==> src/rtl/core/dtfx_pkg.sv <==
`default_nettype none

package dtfx_pkg;

    // default sizes of the number format
    localparam int DEF_INT_BITS    = 32;
    localparam int DEF_FRAC_BITS   = 32;
    localparam int DEF_WEIGHT_BITS = 40;

    // digit weight table: entry k holds 2^WEIGHT_BITS / 10^(k+1), truncated;
    // the last entry is zero for every weight width up to 56 bits
    localparam int WEIGHT_ENTRIES = 18;
    localparam int WCNT_W         = $clog2(WEIGHT_ENTRIES);
    localparam logic [WCNT_W-1:0] WCNT_LAST = WCNT_W'(WEIGHT_ENTRIES - 1);

    // character codes
    localparam logic [7:0] CH_ZERO  = 8'h30;
    localparam logic [7:0] CH_NINE  = 8'h39;
    localparam logic [7:0] CH_POINT = 8'h2E;
    localparam logic [7:0] CH_MINUS = 8'h2D;
    localparam logic [7:0] CH_PLUS  = 8'h2B;
    localparam logic [7:0] CH_SPACE = 8'h20;
    localparam logic [7:0] CH_TAB   = 8'h09;
    localparam logic [7:0] CH_CR    = 8'h0D;

    typedef enum logic [3:0] {
        PH_LEAD = 4'b0001,
        PH_INT  = 4'b0010,
        PH_FRAC = 4'b0100,
        PH_STOP = 4'b1000
    } dtfx_phase_t;

    typedef struct packed {
        dtfx_phase_t phase;
        logic        negative;
        logic        saturated;
    } dtfx_flags_t;

    typedef struct packed {
        logic [7:0] character;
        logic       end_of_string;
    } dtfx_char_t;

    typedef struct packed {
        logic signed [63:0] value;
        logic               overflow;
    } dtfx_result_t;

    // largest integer part: 2^(ibits-1)-1, capped so the magnitude fits 63 bits
    function automatic logic [63:0] whole_limit(input int ibits, input int fbits);
        logic [63:0] lim_a;
        logic [63:0] lim_b;
        lim_a = (64'd1 << (ibits - 1)) - 64'd1;
        lim_b = 64'h7FFF_FFFF_FFFF_FFFF >> fbits;
        return (lim_a < lim_b) ? lim_a : lim_b;
    endfunction

    // weight of the fraction digit at position k (k = 0 is the tenths digit)
    function automatic logic [63:0] weight_at(input int wbits, input int k);
        logic [63:0] w;
        w = 64'd1 << wbits;
        for (int i = 0; i <= k; i++)
        begin
            w = w / 64'd10;
        end
        return w;
    endfunction

endpackage

`default_nettype wire

==> src/rtl/core/dtfx_step.sv <==
`default_nettype none

module dtfx_step
    import dtfx_pkg::*;
#(
    parameter int INT_BITS    = DEF_INT_BITS,
    parameter int FRAC_BITS   = DEF_FRAC_BITS,
    parameter int WEIGHT_BITS = DEF_WEIGHT_BITS
)
(
    input  wire logic [7:0]             character,
    input  wire dtfx_flags_t            flags,
    input  wire logic [INT_BITS-1:0]    whole,
    input  wire logic [WEIGHT_BITS-1:0] frac,
    input  wire logic [WCNT_W-1:0]      wcnt,
    output      dtfx_flags_t            flags_next,
    output      logic [INT_BITS-1:0]    whole_next,
    output      logic [WEIGHT_BITS-1:0] frac_next,
    output      logic [WCNT_W-1:0]      wcnt_next
);

    localparam logic [INT_BITS+3:0] LIM = (INT_BITS+4)'(whole_limit(INT_BITS, FRAC_BITS));

    logic [WEIGHT_BITS-1:0] weight_tab [WEIGHT_ENTRIES];

    for (genvar i = 0; i < WEIGHT_ENTRIES; i++)
    begin : g_weight
        assign weight_tab[i] = WEIGHT_BITS'(weight_at(WEIGHT_BITS, i));
    end

    logic                     is_digit;
    logic [3:0]               digit;
    logic                     take_int;
    logic                     take_frac;
    logic [INT_BITS+3:0]      whole_x10;
    logic [WEIGHT_BITS+3:0]   frac_add;

    assign is_digit  = (character >= CH_ZERO) && (character <= CH_NINE);
    assign digit     = 4'(character - CH_ZERO);
    // whole * 10 + digit as shift-add, wide enough not to wrap
    assign whole_x10 = ({4'd0, whole} << 3) + ({4'd0, whole} << 1) + (INT_BITS+4)'(digit);
    assign frac_add  = (WEIGHT_BITS+4)'(digit) * {4'd0, weight_tab[wcnt]};

    always_comb
    begin
        flags_next = flags;
        take_int   = 1'b0;
        take_frac  = 1'b0;
        case (flags.phase)
            PH_LEAD:
            begin
                if (character == CH_SPACE || character == CH_TAB || character == CH_CR)
                begin
                    flags_next.phase = PH_LEAD;
                end
                else if (character == CH_MINUS || character == CH_PLUS)
                begin
                    flags_next.negative = (character == CH_MINUS);
                    flags_next.phase    = PH_INT;
                end
                else if (is_digit)
                begin
                    take_int         = 1'b1;
                    flags_next.phase = PH_INT;
                end
                else if (character == CH_POINT)
                begin
                    flags_next.phase = PH_FRAC;
                end
                else
                begin
                    flags_next.phase = PH_STOP;
                end
            end
            PH_INT:
            begin
                if (is_digit)
                begin
                    take_int = 1'b1;
                end
                else if (character == CH_POINT)
                begin
                    flags_next.phase = PH_FRAC;
                end
                else
                begin
                    flags_next.phase = PH_STOP;
                end
            end
            PH_FRAC:
            begin
                if (is_digit)
                begin
                    take_frac = 1'b1;
                end
                else
                begin
                    flags_next.phase = PH_STOP;
                end
            end
            default:
            begin
                flags_next.phase = PH_STOP;
            end
        endcase

        whole_next = whole;
        if (take_int)
        begin
            if (flags.saturated || whole_x10 > LIM)
            begin
                whole_next           = INT_BITS'(LIM);
                flags_next.saturated = 1'b1;
            end
            else
            begin
                whole_next = INT_BITS'(whole_x10);
            end
        end

        // the fraction sum stays below one, so it never carries out
        frac_next = frac;
        wcnt_next = wcnt;
        if (take_frac)
        begin
            frac_next = frac + WEIGHT_BITS'(frac_add);
            if (wcnt != WCNT_LAST)
            begin
                wcnt_next = wcnt + WCNT_W'(1);
            end
        end
    end

endmodule

`default_nettype wire

==> src/rtl/core/decimal_text_to_fixed_point.sv <==
// decimal text to signed fixed point
//
// char channel: one ascii character per transaction (char_valid / char_stall,
// payload char_data). leading space, tab and cr are skipped, then an optional
// sign, integer digits, an optional point and fraction digits. the first
// character that fits none of these ends parsing; later ones are ignored.
// a transaction with end_of_string set closes the string.
// result channel: one transaction per string (result_valid / result_stall),
// value in two's complement with FRAC_BITS fraction bits, overflow set when
// the integer part saturated.
// a character is registered in the input register when accepted and is
// folded into the parse state from there; a closing character instead lands
// in the result register, which raises result_valid. throughput: one
// character per cycle, set by the single multiply-add per digit between the
// input and state registers, while no closing character waits on a stalled
// result. a stalled result blocks only a closing character: ordinary
// characters keep flowing while a result waits.
// reset clears the parse state and both valid flags; no result is pending.
`default_nettype none

module decimal_text_to_fixed_point
    import dtfx_pkg::*;
#(
    parameter int INT_BITS    = DEF_INT_BITS,
    parameter int FRAC_BITS   = DEF_FRAC_BITS,
    parameter int WEIGHT_BITS = DEF_WEIGHT_BITS
)
(
    input  wire logic         clk,
    input  wire logic         rst_n,
    input  wire logic         char_valid,
    output      logic         char_stall,
    input  wire dtfx_char_t   char_data,
    output      logic         result_valid,
    input  wire logic         result_stall,
    output      dtfx_result_t result
);

    localparam dtfx_flags_t FLAGS_RESET = '{phase: PH_LEAD, negative: 1'b0, saturated: 1'b0};

    // input register
    logic       in_vld_reg;
    dtfx_char_t in_reg;

    // parse state
    dtfx_flags_t            flags_reg;
    logic [INT_BITS-1:0]    whole_reg;
    logic [WEIGHT_BITS-1:0] frac_reg;
    logic [WCNT_W-1:0]      wcnt_reg;

    // result register
    logic         out_vld_reg;
    dtfx_result_t out_reg;

    // next values from the digit step
    dtfx_flags_t            flags_next;
    logic [INT_BITS-1:0]    whole_next;
    logic [WEIGHT_BITS-1:0] frac_next;
    logic [WCNT_W-1:0]      wcnt_next;

    logic        out_free;
    logic        advance;
    logic [63:0] frac_out;
    logic [63:0] magnitude;

    dtfx_step #(
        .INT_BITS    (INT_BITS),
        .FRAC_BITS   (FRAC_BITS),
        .WEIGHT_BITS (WEIGHT_BITS)
    ) u_step (
        .character  (in_reg.character),
        .flags      (flags_reg),
        .whole      (whole_reg),
        .frac       (frac_reg),
        .wcnt       (wcnt_reg),
        .flags_next (flags_next),
        .whole_next (whole_next),
        .frac_next  (frac_next),
        .wcnt_next  (wcnt_next)
    );

    // result slot is free when empty or being taken this cycle
    assign out_free = !out_vld_reg || !result_stall;
    // a registered character moves on unless it closes a string and the slot is full
    assign advance  = in_vld_reg && (!in_reg.end_of_string || out_free);
    assign char_stall = in_vld_reg && !advance;

    // align the fraction to FRAC_BITS by truncation or left shift
    if (WEIGHT_BITS >= FRAC_BITS)
    begin : g_frac_trunc
        assign frac_out = 64'(frac_next >> (WEIGHT_BITS - FRAC_BITS));
    end
    else
    begin : g_frac_shift
        assign frac_out = 64'(frac_next) << (FRAC_BITS - WEIGHT_BITS);
    end

    // fraction stays below 2^FRAC_BITS, so the parts do not overlap
    assign magnitude = (64'(whole_next) << FRAC_BITS) | frac_out;

    always_ff @(posedge clk or negedge rst_n)
    begin
        if (!rst_n)
        begin
            in_vld_reg  <= 1'b0;
            out_vld_reg <= 1'b0;
            flags_reg   <= FLAGS_RESET;
            whole_reg   <= '0;
            frac_reg    <= '0;
            wcnt_reg    <= '0;
        end
        else
        begin
            if (!char_stall)
            begin
                in_vld_reg <= char_valid;
            end

            if (advance && in_reg.end_of_string)
            begin
                out_vld_reg <= 1'b1;
            end
            else if (!result_stall)
            begin
                out_vld_reg <= 1'b0;
            end

            if (advance)
            begin
                if (in_reg.end_of_string)
                begin
                    // string closed: back to the start state
                    flags_reg <= FLAGS_RESET;
                    whole_reg <= '0;
                    frac_reg  <= '0;
                    wcnt_reg  <= '0;
                end
                else
                begin
                    flags_reg <= flags_next;
                    whole_reg <= whole_next;
                    frac_reg  <= frac_next;
                    wcnt_reg  <= wcnt_next;
                end
            end
        end
    end

    // payload registers
    always_ff @(posedge clk)
    begin
        if (char_valid && !char_stall)
        begin
            in_reg <= char_data;
        end
        if (advance && in_reg.end_of_string)
        begin
            out_reg.value    <= flags_next.negative ? -magnitude : magnitude;
            out_reg.overflow <= flags_next.saturated;
        end
    end

    assign result_valid = out_vld_reg;
    assign result       = out_reg;

`ifndef SYNTH
    localparam logic [INT_BITS-1:0] WHOLE_LIM = INT_BITS'(whole_limit(INT_BITS, FRAC_BITS));

    // saturation pins the integer part at its limit
    a_sat_at_limit: assert property (@(posedge clk) disable iff (!rst_n)
        flags_reg.saturated |-> whole_reg == WHOLE_LIM)
        else $error("saturated integer part is not at its limit");

    // fraction weights only advance after a point
    a_wcnt_phase: assert property (@(posedge clk) disable iff (!rst_n)
        wcnt_reg != '0 |-> (flags_reg.phase == PH_FRAC || flags_reg.phase == PH_STOP))
        else $error("fraction position moved outside the fraction");

    // closing a string returns the parse state to its start
    a_close_clears: assert property (@(posedge clk) disable iff (!rst_n)
        advance && in_reg.end_of_string |=>
            flags_reg.phase == PH_LEAD && whole_reg == '0 && frac_reg == '0
            && wcnt_reg == '0 && !flags_reg.saturated)
        else $error("parse state not cleared after end of string");

    // the input side only stalls behind a blocked result
    a_stall_cause: assert property (@(posedge clk) disable iff (!rst_n)
        char_stall |-> result_valid && result_stall)
        else $error("character stalled without a blocked result");
`endif

endmodule

`default_nettype wire
==> config.mk <==
export PLATFORM = sky130hd
export DESIGN_NAME = decimal_text_to_fixed_point
export DESIGN_NICKNAME = d
export VERILOG_FILES = /design/src/rtl/core/dtfx_pkg.sv /design/src/rtl/core/dtfx_step.sv /design/src/rtl/core/decimal_text_to_fixed_point.sv
export SDC_FILE = /design/constraint.sdc
export NUM_CORES = 1
export LEC_CHECK = 0
export BUFFER_PORTS_ARGS = -buffer_cell sky130_fd_sc_hd__buf_2
export CORE_UTILIZATION = 35
export DETAILED_ROUTE_END_ITERATION = 6
export SLEW_MARGIN = 0
export SYNTH_ARGS = -nofsm -noshare
export SYNTH_HDL_FRONTEND = slang
export SYNTH_SLANG_ARGS = --single-unit
==> constraint.sdc <==
create_clock -name clk -period 9.5 [get_ports clk]
set_clock_uncertainty 0.05 [all_clocks]
set_input_delay 1.9 -clock clk [delete_from_list [all_inputs] [get_ports clk]]
set_output_delay 1.9 -clock clk [all_outputs]
set_load 0.05 [all_outputs]
-- Yosys cells after proc, flatten, opt, wreduce, memory -nomap -nowiden
Memory sizes are Yosys's and may differ from the RTL's.
Index checks and enable logic that the tools add are counted.
- flip-flop bits (word level): 159
- ROM bits: 1280
- bits of input ports: 13
- output and inout port bits: 67
- word-level logic and storage cells: 92
- memories kept: 1
- memory list (name ; depth ; bits a word ; read ports ; clocked after Yosys merged registers in ; wr ports ; line ; text):
    (no name shown) ; 32 ; 40 ; 1 ; 0 ; 0 ; dtfx_step.sv:42 ; assign frac_add = (WEIGHT_BITS+4)'(digit) * {4'd0, weight_tab[wcnt]};
- add/sub/neg operators: 6
- multipliers: 1
- order comparisons: 4
- equality and inequality tests: 13
- muxes and demuxes: 31
- bitwise logic cells: 2
- reductions and logical operators: 21
- operators with widths (operator ; count):
    2-to-1 mux 40 bit ; 4
    2-to-1 mux 32 bit ; 3
    2-to-1 mux 64 bit ; 1
    negation 64 bit ; 1
    bitwise OR 64 x 32 -> 64 bit ; 1
    adder 40 bit ; 1
    multiplier 4 x 40 -> 40 bit ; 1
    adder 35 x 33 -> 36 bit ; 1
    adder 36 x 4 -> 36 bit ; 1
    greater-than comparator 36 x 31 -> 1 bit, second input constant ; 1
    == test 8 x 6 -> 1 bit, second input constant ; 4
    2-to-1 mux 4 bit ; 6
    == test 8 x 4 -> 1 bit, second input constant ; 2
    2-to-1 mux 5 bit ; 3
    case mux 4 bit (3 select lines) ; 1
    2-to-1 mux 1 bit ; 11
    greater-or-equal comparator 8 x 6 -> 1 bit, second input constant ; 1
    less-or-equal comparator 8 x 6 -> 1 bit, second input constant ; 1
    greater-or-equal comparator 6 bit, second input constant ; 1
    logical OR 1 bit ; 6
    2-to-1 mux 6 bit ; 1
    inequality test 3 bit, second input constant ; 2
    NOT 5 -> 6 bit ; 1
    AND reduction 3 bit ; 2
    other kinds (12) ; 21

-- Depth between registers and ports, before layout
Gate-level depths: netlist of run 1.
- word-level depth: 10
- depth in mapped cells: 28
- mapped depth without buffers: 27

-- By module
From an unflattened synthesis of run 1, not the netlist that was laid out.
- cell total of the unflattened synthesis: 1738
- area total of the unflattened synthesis: 15975.3 sq um
- modules (own cells, without submodules) (module ; times used ; cells an instance ; area an instance (sq um) ; sequential area each (sq um)):
    dtfx_step ; 1 ; 1270 ; 9313.9 ; 0.0
    decimal_text_to_fixed_point ; 1 ; 468 ; 6661.4 ; 4350.4

-- Least setup slack after synthesis of run 1
OpenSTA, ideal clock, no wires.
- path kind: register to register
- start point: register wcnt_reg[0]
- end point: register out_reg (netlist bit result[58]) (data pin)
- setup time: 269 ps
- arrival time: 6991 ps
- required time: 9181 ps
- slack: 2189 ps
- cell stages (with the launch flop): 27
- path buffers: 2
- period minus slack after synthesis: 7311 ps
- path through: dfrtp_1 clkbuf_1 inv_1 ha_1 nor2_1 a211oi_1 a31o_2 and2_1 fa_1 fa_1 inv_1 fa_1 inv_1 ha_1 a21o_1 a21oi_2 a211o_4 a21oi_1 or3_1 a2111oi_2 o21ai_1 or4b_1 or4_1 buf_2 nor4_4 a31oi_1 xor2_1
- longest elaborated chain between the ends: 10
- RTL lines (item ; line ; text):
    from (decl) ; decimal_text_to_fixed_point.sv:49 ; logic [WCNT_W-1:0] wcnt_reg;
    from (signal assigned) ; decimal_text_to_fixed_point.sv:143 ; wcnt_reg <= wcnt_next;
    NOT 5 -> 6 bit (not written as such) ; dtfx_step.sv:42 ;
    memory read (32 x 40 bit) ; -- ;
    2-to-1 mux 40 bit (not written as such) (2 in series) ; dtfx_step.sv:42 ;
    multiplier 4 x 40 -> 40 bit ; dtfx_step.sv:42 ;
    adder 40 bit ; dtfx_step.sv:126 ; frac_next = frac + WEIGHT_BITS'(frac_add);
    2-to-1 mux 40 bit ; dtfx_step.sv:124 ; if (take_frac)
    bitwise OR 64 x 32 -> 64 bit ; decimal_text_to_fixed_point.sv:99 ; assign magnitude = (64'(whole_next) << FRAC_BITS) | frac_out;
    negation 64 bit ; decimal_text_to_fixed_point.sv:158 ; out_reg.value <= flags_next.negative ? -magnitude : magnitude;
    2-to-1 mux 64 bit ; decimal_text_to_fixed_point.sv:158 ;
    to (decl) ; decimal_text_to_fixed_point.sv:53 ; dtfx_result_t out_reg;
No other way between the ends. The select of a mux whose other input is x is not followed.
A chain may end at the register's enable or synchronous reset.

-- Final worst setup path of run 1
- start point: register wcnt_reg[0]
- end point: register out_reg (netlist bit result[36]) (data pin)
Same word-level chain as after synthesis.

==> reports/metrics.sh, run 1 <==
OUTCOME='complete, no violations'
DRC_ERRORS=0
FINAL_PERIOD_MINUS_WORST_SETUP_SLACK_NS=8.594
CRITICAL_PATH.STARTPOINT_TYPE='flop'
VDD_DROP_MAX_V=0.0001537
CLOCK_BUFFER_COUNT_FROM_CTS=17
SYNTH_SEQUENTIAL_AREA_RATIO=0.2521
STDCELL_COUNT=2731
SETUP_VIOLATIONS=0
CTS.PATH.MAX_BUFFERS=2
SYNTH_COMMONEST_CELLS='213 x sky130_fd_sc_hd__inv_1, 184 x sky130_fd_sc_hd__nand2_1, 166 x sky130_fd_sc_hd__a21oi_1'
SLEW-LIMIT-HEADROOM=0.2016
FLOORPLAN.IO_PINS=80
LAYOUT.NETS=2302
REQUIRED_TIME_OF_THE_CRITICAL_PATH_NS=9.69
CRITICALPATHCATEGORY='reg2reg'
POST_SYNTH_NUM_CELL_TYPES=97
GRT_SETUP_UNREPAIRED='false'
REG2REG_SLACK_NS=0.91
WORST_EP_ARRIVAL_TIME_NS=8.79
CORE_MM2=0.04815
CRIT_REG_REG_ENDPOINT='result[36]'
R2R_CELL_COUNT=24
LARGEST_NET_DEGREE_AT_THE_START_OF_GLOBAL_ROUTING=67
TIMING.FMAX_MHz=116.4
GP_CONGESTION=0.9214
DRT-VIAS-PER-INSTANCE=5.663
SYNTHMOSTINSTANTIATEDCELL='sky130_fd_sc_hd__inv_1'
PLACEMENT.IO_BUFFERS=79
YS_WARN_COUNT=0
PLACEDCELLCOUNT=2699
DIE_H_UM=224.0
FLOORPLAN.INITIALDENSITY=0.3584
ENDPOINT='result[36]'
ROUTE.FINAL.WIRE_LENGTH_UM=54810
ANTENNA_VIOLATIONS_BEFORE_REPAIR=0
SETUP.WORST_PATH.START='wcnt_reg[0]'
POSTLAYOUTCOREUTIL=0.3908
WORST_SETUP_HOLD_PATH_CLK_SLEW_NS=0.07
POWER.STATIC_LEAKAGE_nW=8.390
YOSYS.AREA.TOP_TYPE_SHARE=0.1288
MAX_SLEW.WORST_PIN.SLEW_NS=1.167
GRT_REMAINING_OVERFLOW=0
GRT_PASS1_VIAS=15241
PATH_MAX_FANOUT=13
PWR_DENSITY_CELL_mW_PER_MM2=189.7
SETUP-TNS-FINAL_NS=0
POST-ROUTE-PERIOD-UTIL=0.9046
AREA_GROWTH_SYN_TO_LAYOUT_PCT=9.043
FP.DIEW_UM=224.0
GLOBALROUTETOTALUTIL=0.2234
SYNTH_CELLS=2048
HOLD_CLASS='reg2reg'
DRIVE_ABOVE_1_SHARE=0.08675
CLOCKROOTBUFFER='sky130_fd_sc_hd__clkbuf_16'
SYNTH_TOP_CELL_BY_AREA='sky130_fd_sc_hd__edfxtp_1'
STD_CELL_ROWS=80
CTS.REPAIR_TIMING.SETUP_BUFFER_COUNT=0
TIMING.RR.START='wcnt_reg[0]'
SYNTH_TOP_CELLS_BY_AREA='sky130_fd_sc_hd__edfxtp_1 13%, sky130_fd_sc_hd__dfrtp_1 12%, sky130_fd_sc_hd__fa_1 12%'
SYNTH-SEQ-CELLS=159
DP.FINAL_HPWL_UM=42160
HOLD_BUF_CTS=0
ANTENNADIODECOUNT=0
CTS.REPAIR.RESIZED=0
SYNTH_EDF_COUNT=74
ROUTED_VIA_COUNT=15467
POSTROUTEANTENNANETS=0
CLKSINKCOUNT=159
POST_SYNTH.CELL_AREA_AVG_UM2=8.425
CAP_VIOL_MAX_COUNT=0
DETAIL_ROUTE.FIRST_PASS.ITERATIONS=5
TRITONCTS='built'
WORSTSETUPENDPOINTTYPE='flop'
CTS_HTREE_LEVELS=4
WORSTSKEWPAIRLATENCY_NS=0.50
SYNTH_NETS=2288
REPORT.FINAL.SLEW_VIOL_COUNT=0
FIN_HOLD_VIOLS=0
SYNTH_AREA_MM2=0.01725
GRT_PASS1_WL_UM=86530
POSTSYNTH.TOPFLOPCELL='sky130_fd_sc_hd__dfrtp_1'
TOTALPOWERFINAL_W=0.003568
ASYNC_RESET_FF_FRAC=0.5346
LARGEST_REGISTER_FF_COUNT=65
DRT-INITIAL-DRC-COUNT=1435
DIE_OUTLINE_AREA_MM2=0.05019
POST_DRT_WL_PER_CELL_UM=20.07
-- where the power goes --
group	switching (W)	internal [W]	total [W]
registers	0.0000621	0.000782	0.000844
clock network	0.000351	0.000374	0.000726
logic	0.00133	0.000669	0.00200
total	0.00174	0.00183	0.00357
-- routing by layer --
layer  global-route usage  part of all wire
met1               0.3087              0.45
met2               0.3519              0.46
met3              0.02964             0.062
met4              0.08948             0.030
met5                    0                 0
-- area by class of cell --
type	instances	area, µm²
repair buffers	97	533.0
inverters	213	799.5
multi-input cells	1574	11720
clock buffers	17	425.4
fillers	4846	29330
clock inverters	15	170.2
well taps	656	820.8
flip-flops and latches	159	4350
-- worst min-delay path by stage --
stage / from / endpoint / slack [ns] / cells after the start
after floorplan: frac_reg[3] / frac_reg[3] / 0.42 / 1
after global placement: frac_reg[3] / frac_reg[3] / 0.44 / 1
after detailed placement: frac_reg[3] / frac_reg[3] / 0.44 / 1
after CTS: frac_reg[3] / frac_reg[3] / 0.46 / 1
after global routing: frac_reg[3] / frac_reg[3] / 0.49 / 1
final: frac_reg[3] / frac_reg[3] / 0.46 / 1
-- critical path: stages (launching register included) --
cell and delay [ns]:
sky130_fd_sc_hd__dfrtp_1 0.52, sky130_fd_sc_hd__inv_1 0.29, sky130_fd_sc_hd__ha_1 0.35, sky130_fd_sc_hd__nor2_1 0.14, sky130_fd_sc_hd__a211oi_1 0.52, sky130_fd_sc_hd__a31o_2 0.25, sky130_fd_sc_hd__and2_1 0.17, sky130_fd_sc_hd__fa_1 0.47
sky130_fd_sc_hd__fa_1 0.55, sky130_fd_sc_hd__inv_1 0.05, sky130_fd_sc_hd__fa_1 0.49, sky130_fd_sc_hd__inv_1 0.04, sky130_fd_sc_hd__ha_1 0.37, sky130_fd_sc_hd__a21oi_1 0.22, sky130_fd_sc_hd__o211ai_1 0.21, sky130_fd_sc_hd__a21o_1 0.27
sky130_fd_sc_hd__a211oi_1 0.65, sky130_fd_sc_hd__o31ai_1 0.20, sky130_fd_sc_hd__mux2i_1 0.23, sky130_fd_sc_hd__o211a_1 0.26, sky130_fd_sc_hd__nor4bb_1 0.62, sky130_fd_sc_hd__nand2_1 0.13, sky130_fd_sc_hd__nor4_1 0.91, sky130_fd_sc_hd__a21oi_1 0.17
sky130_fd_sc_hd__xnor2_1 0.18
-- cell families after synthesis --
kind of cell	synth area share
compound gates	0.2026
buf+inv	0.07027
simple gates	0.1946
fa+ha+maj	0.2086
flops	0.2521
mux	0.01603
xor+xnor	0.05584
-- cell usage in the layout, fill, tap and decap left out, types with 9 or more instances in the layout --
master,synthesis,layout
sky130_fd_sc_hd__a31oi_1,20,20
sky130_fd_sc_hd__nor4_1,16,16
sky130_fd_sc_hd__nand2b_1,12,12
sky130_fd_sc_hd__nand3_1,33,32
sky130_fd_sc_hd__nor2b_1,11,11
sky130_fd_sc_hd__nand2_1,184,183
sky130_fd_sc_hd__o211ai_1,15,15
sky130_fd_sc_hd__and2_1,82,82
sky130_fd_sc_hd__nor3_1,53,53
sky130_fd_sc_hd__or3_1,16,16
sky130_fd_sc_hd__inv_1,213,213
sky130_fd_sc_hd__a21oi_1,166,166
sky130_fd_sc_hd__o22ai_1,36,36
sky130_fd_sc_hd__a21o_1,28,28
sky130_fd_sc_hd__mux2i_1,22,22
sky130_fd_sc_hd__xnor2_1,69,69
sky130_fd_sc_hd__a211oi_1,19,19
sky130_fd_sc_hd__a22oi_1,11,10
sky130_fd_sc_hd__o31ai_1,13,13
sky130_fd_sc_hd__and3_1,26,25
sky130_fd_sc_hd__clkbuf_16,0,17
sky130_fd_sc_hd__nand4_1,38,38
sky130_fd_sc_hd__or2_2,9,9
sky130_fd_sc_hd__fa_1,101,101
sky130_fd_sc_hd__nor2_1,158,156
sky130_fd_sc_hd__buf_2,15,78
sky130_fd_sc_hd__dfrtp_1,84,84
sky130_fd_sc_hd__o21ai_0,100,100
sky130_fd_sc_hd__xor2_1,41,41
sky130_fd_sc_hd__a22o_1,15,15
sky130_fd_sc_hd__buf_4,3,19
sky130_fd_sc_hd__edfxtp_1,74,74
sky130_fd_sc_hd__ha_1,126,126
-- stage by stage --
stage | hold slack [ns] | instance area [µm²] | setup WS, ns
after floorplan | 0.4232 | 17250 | 2.189
after global placement | 0.4438 | 18220 | 1.266
after detailed placement | 0.4444 | 18220 | 1.011
after CTS | 0.4634 | 18810 | 0.9947
after global routing | 0.4857 | 18810 | 0.3899
final | 0.4561 | 18810 | 0.9064
(Power assumes the default switching activity.)
==> run 2, diff against run 1 <==
==> constraint.sdc (replaced) <==
create_clock -name clk -period 8.15 [get_ports clk]
set_clock_uncertainty 0.05 [all_clocks]
set_input_delay 1.63 -clock clk [delete_from_list [all_inputs] [get_ports clk]]
set_output_delay 1.63 -clock clk [all_outputs]
set_load 0.05 [all_outputs]
==> run 2 against run 1 <==
Net effect:
- clock power increased by 19%
- worst setup slack got worse by 0.62 ns
- via count increased by 1.1%
- power increased by 19%
- count of clock-buffer cells in the layout increased by 1
- flip-flop and latch count unchanged
- sequential power increased by 16%
==> reports/metrics.sh, run 2 (same netlist as run 1, synthesis figures left out) <==
GLOBALROUTETOTALUTIL=0.2238
PWR_DENSITY_CELL_mW_PER_MM2=221.9
CLOCKROOTBUFFER='sky130_fd_sc_hd__clkbuf_16'
GP_CONGESTION=0.9198
SLEW-LIMIT-HEADROOM=0.3315
ROUTE.FINAL.WIRE_LENGTH_UM=55210
FINAL_PERIOD_MINUS_WORST_SETUP_SLACK_NS=7.864
P_INT_W=0.002215
TIMING.HOLD.WORST.START='frac_reg[3]'
DIE_H_UM=224.0
FLOORPLAN.IO_PINS=80
LARGEST_NET_DEGREE_AT_THE_START_OF_GLOBAL_ROUTING=60
CTS_HTREE_LEVELS=4
CRITICALPATHCATEGORY='reg2reg'
FP.DIEW_UM=224.0
CLOCKPOWERSHARE=0.203
REPORT.FINAL.SLEW_VIOL_COUNT=0
SETUP-TNS-FINAL_NS=0
ANTENNA_VIOLATIONS_BEFORE_REPAIR=0
LARGEST_REGISTER_FF_COUNT=65
WORSTSETUPENDPOINTTYPE='flop'
POWER.STATIC_LEAKAGE_nW=8.593
REG2REG_SLACK_NS=0.29
CORE_MM2=0.04815
DRT-VIAS-PER-INSTANCE=5.652
OUTCOME='complete, no violations'
STDCELL_AREA_MM2=0.01921
AREA_GROWTH_SYN_TO_LAYOUT_PCT=11.33
SEQUENTIAL_SHARE_OF_POWER=0.229
SETUP.WORST_PATH.START='wcnt_reg[1]'
LAYOUT.CELLS.MOST_COMMON_LIST='213 x sky130_fd_sc_hd__inv_1, 183 x sky130_fd_sc_hd__nand2_1, 164 x sky130_fd_sc_hd__a21oi_1'
GRT_PASS1_WL_UM=87240
FIN_HOLD_VIOLS=0
VDD_DROP_MAX_V=0.0001845
DETAIL_ROUTE.FIRST_PASS.ITERATIONS=5
GRT_PASS1_VIAS=15451
NET_SW_FRAC=0.4805
POSTROUTEANTENNANETS=0
REQUIRED_TIME_OF_THE_CRITICAL_PATH_NS=8.33
DRT-INITIAL-DRC-COUNT=1367
WORST_SETUP_HOLD_PATH_CLK_SLEW_NS=0.07
STD_CELL_ROWS=80
HOLD_CLASS='reg2reg'
TIMING.FMAX_MHz=127.2
TRITONCTS='built'
CLOCK_BUFFER_COUNT_FROM_CTS=17
POSTLAYOUTCOREUTIL=0.3990
DRIVE_ABOVE_1_SHARE=0.1089
CLKSINKCOUNT=159
LAYOUT_COMMONEST_CELL='sky130_fd_sc_hd__inv_1'
FLOORPLAN.INITIALDENSITY=0.3584
DETAILEDPLACE.WORSTSLACK_NS=0.1725
NETSWITCHINGPOWER_W=0.002048
TIMING.RR.START='wcnt_reg[1]'
CTS.PATH.MAX_BUFFERS=2
DRC_ERRORS=0
HOLD_BUF_CTS=0
SETUP_VIOLATIONS=0
GRT_REMAINING_OVERFLOW=0
DIE_OUTLINE_AREA_MM2=0.05019
WORST_EP_ARRIVAL_TIME_NS=8.05
PATH_MAX_FANOUT=8
POSTPLACECELLAREA_MM2=0.01850
MAX_SLEW.WORST_PIN.SLEW_NS=0.9774
POST_DRT_WL_PER_CELL_UM=19.94
DP.FINAL_HPWL_UM=42320
TOTALPOWERFINAL_W=0.004263
PLACEMENT.IO_BUFFERS=79
CAP_VIOL_MAX_COUNT=0
FIN_WS_NS=0.2858
CRITICAL_PATH.STARTPOINT_TYPE='flop'
LAYOUT.NETS=2339
PART_OF_THE_TOTAL_POWER_DISSIPATED_IN_COMBINATIONAL_LOGIC=0.568
ROUTED_VIA_COUNT=15644
POST-ROUTE-PERIOD-UTIL=0.9649
WORSTSKEWPAIRLATENCY_NS=0.50
ANTENNADIODECOUNT=0
-- run 2: cell count changes in the layout (fill, tap and decap cells not counted), moves of 2 or more --
cell                       delta
sky130_fd_sc_hd__a211oi_1     -2
sky130_fd_sc_hd__a211oi_2     +2
sky130_fd_sc_hd__a21oi_1      -2
sky130_fd_sc_hd__buf_4       +36
sky130_fd_sc_hd__inv_8        -3
sky130_fd_sc_hd__o21ai_0      -2
sky130_fd_sc_hd__o21ai_1      +2
-- run 2: power groups by stage --
stage	clock network [W]	logic (W)	registers, W
5_1_grt	0.000913	0.00267	0.000984
3_3_place_gp	0	0.00233	0.000987
2_1_floorplan	0	0.00161	0.00105
4_1_cts	0.000888	0.00236	0.000974
6_report	0.000864	0.00242	0.000975
3_5_place_dp	0	0.00234	0.000990
-- run 2: through the flow --
stage	hold WS (ns)	std cells
after global routing	0.4982	2768
after floorplan	0.4232	2048
final	0.4623	2768
after global placement	0.4418	2735
after CTS	0.4673	2767
after detailed placement	0.4461	2735
-- run 2: timing repair --
action                                 4_1_cts  5_1_grt
buffers inserted                             0        1
setup endpoints to repair                    0       14
endpoints found under the hold margin        0        0
resized for setup                            0       18
-- run 2: critical path: stages (launching register included) --
cell                        delay [ns]
sky130_fd_sc_hd__dfrtp_2          0.46
sky130_fd_sc_hd__inv_1            0.17
sky130_fd_sc_hd__ha_2             0.32
sky130_fd_sc_hd__nor2_1           0.09
sky130_fd_sc_hd__a21oi_1          0.05
sky130_fd_sc_hd__a21oi_1          0.22
sky130_fd_sc_hd__nor2_1           0.09
sky130_fd_sc_hd__and2_1           0.18
sky130_fd_sc_hd__fa_1             0.50
sky130_fd_sc_hd__inv_1            0.06
sky130_fd_sc_hd__fa_1             0.56
sky130_fd_sc_hd__inv_1            0.07
sky130_fd_sc_hd__fa_1             0.45
sky130_fd_sc_hd__ha_1             0.41
sky130_fd_sc_hd__nand2_1          0.15
sky130_fd_sc_hd__o21ai_1          0.26
sky130_fd_sc_hd__nor2b_1          0.39
sky130_fd_sc_hd__o21ai_1          0.34
sky130_fd_sc_hd__a2111oi_0        0.83
sky130_fd_sc_hd__or3_1            0.22
sky130_fd_sc_hd__nand3_1          0.15
sky130_fd_sc_hd__a211o_1          0.27
sky130_fd_sc_hd__or4_1            0.46
sky130_fd_sc_hd__buf_12           0.17
sky130_fd_sc_hd__nor4_4           0.23
sky130_fd_sc_hd__buf_4            0.18
sky130_fd_sc_hd__a31oi_1          0.10
sky130_fd_sc_hd__xor2_1           0.17
-- run 2: area by class of cell --
class | instances | area, µm²
sequential | 159 | 4352
timing repair buffer | 134 | 823.3
clock inverter | 14 | 171.4
fill | 4868 | 28940
inverter | 213 | 799.5
multi-input combinational | 1574 | 11800
clock buffer | 18 | 439.2
tap | 656 | 820.8
-- run 2: metal layers --
layer	wire (µm)	track usage	up-vias	part of all wire
met2	24890	0.3481	580	0.45
met5	0	0	-	0
met3	3849	0.04210	62	0.070
met1	25330	0.3109	7672	0.46
met4	1130	0.07380	0	0.020
li1	-	-	7330	-
-- run 2: final timing paths --
path                                end  cells past startpoint
setup / recovery             result[58]                     27
max in group asynchronous   wcnt_reg[1]                      2
hold / removal              frac_reg[3]                      1
hold reg to reg             frac_reg[3]                      1
setup reg to reg             result[58]                     27
min in group asynchronous  frac_reg[19]                      1
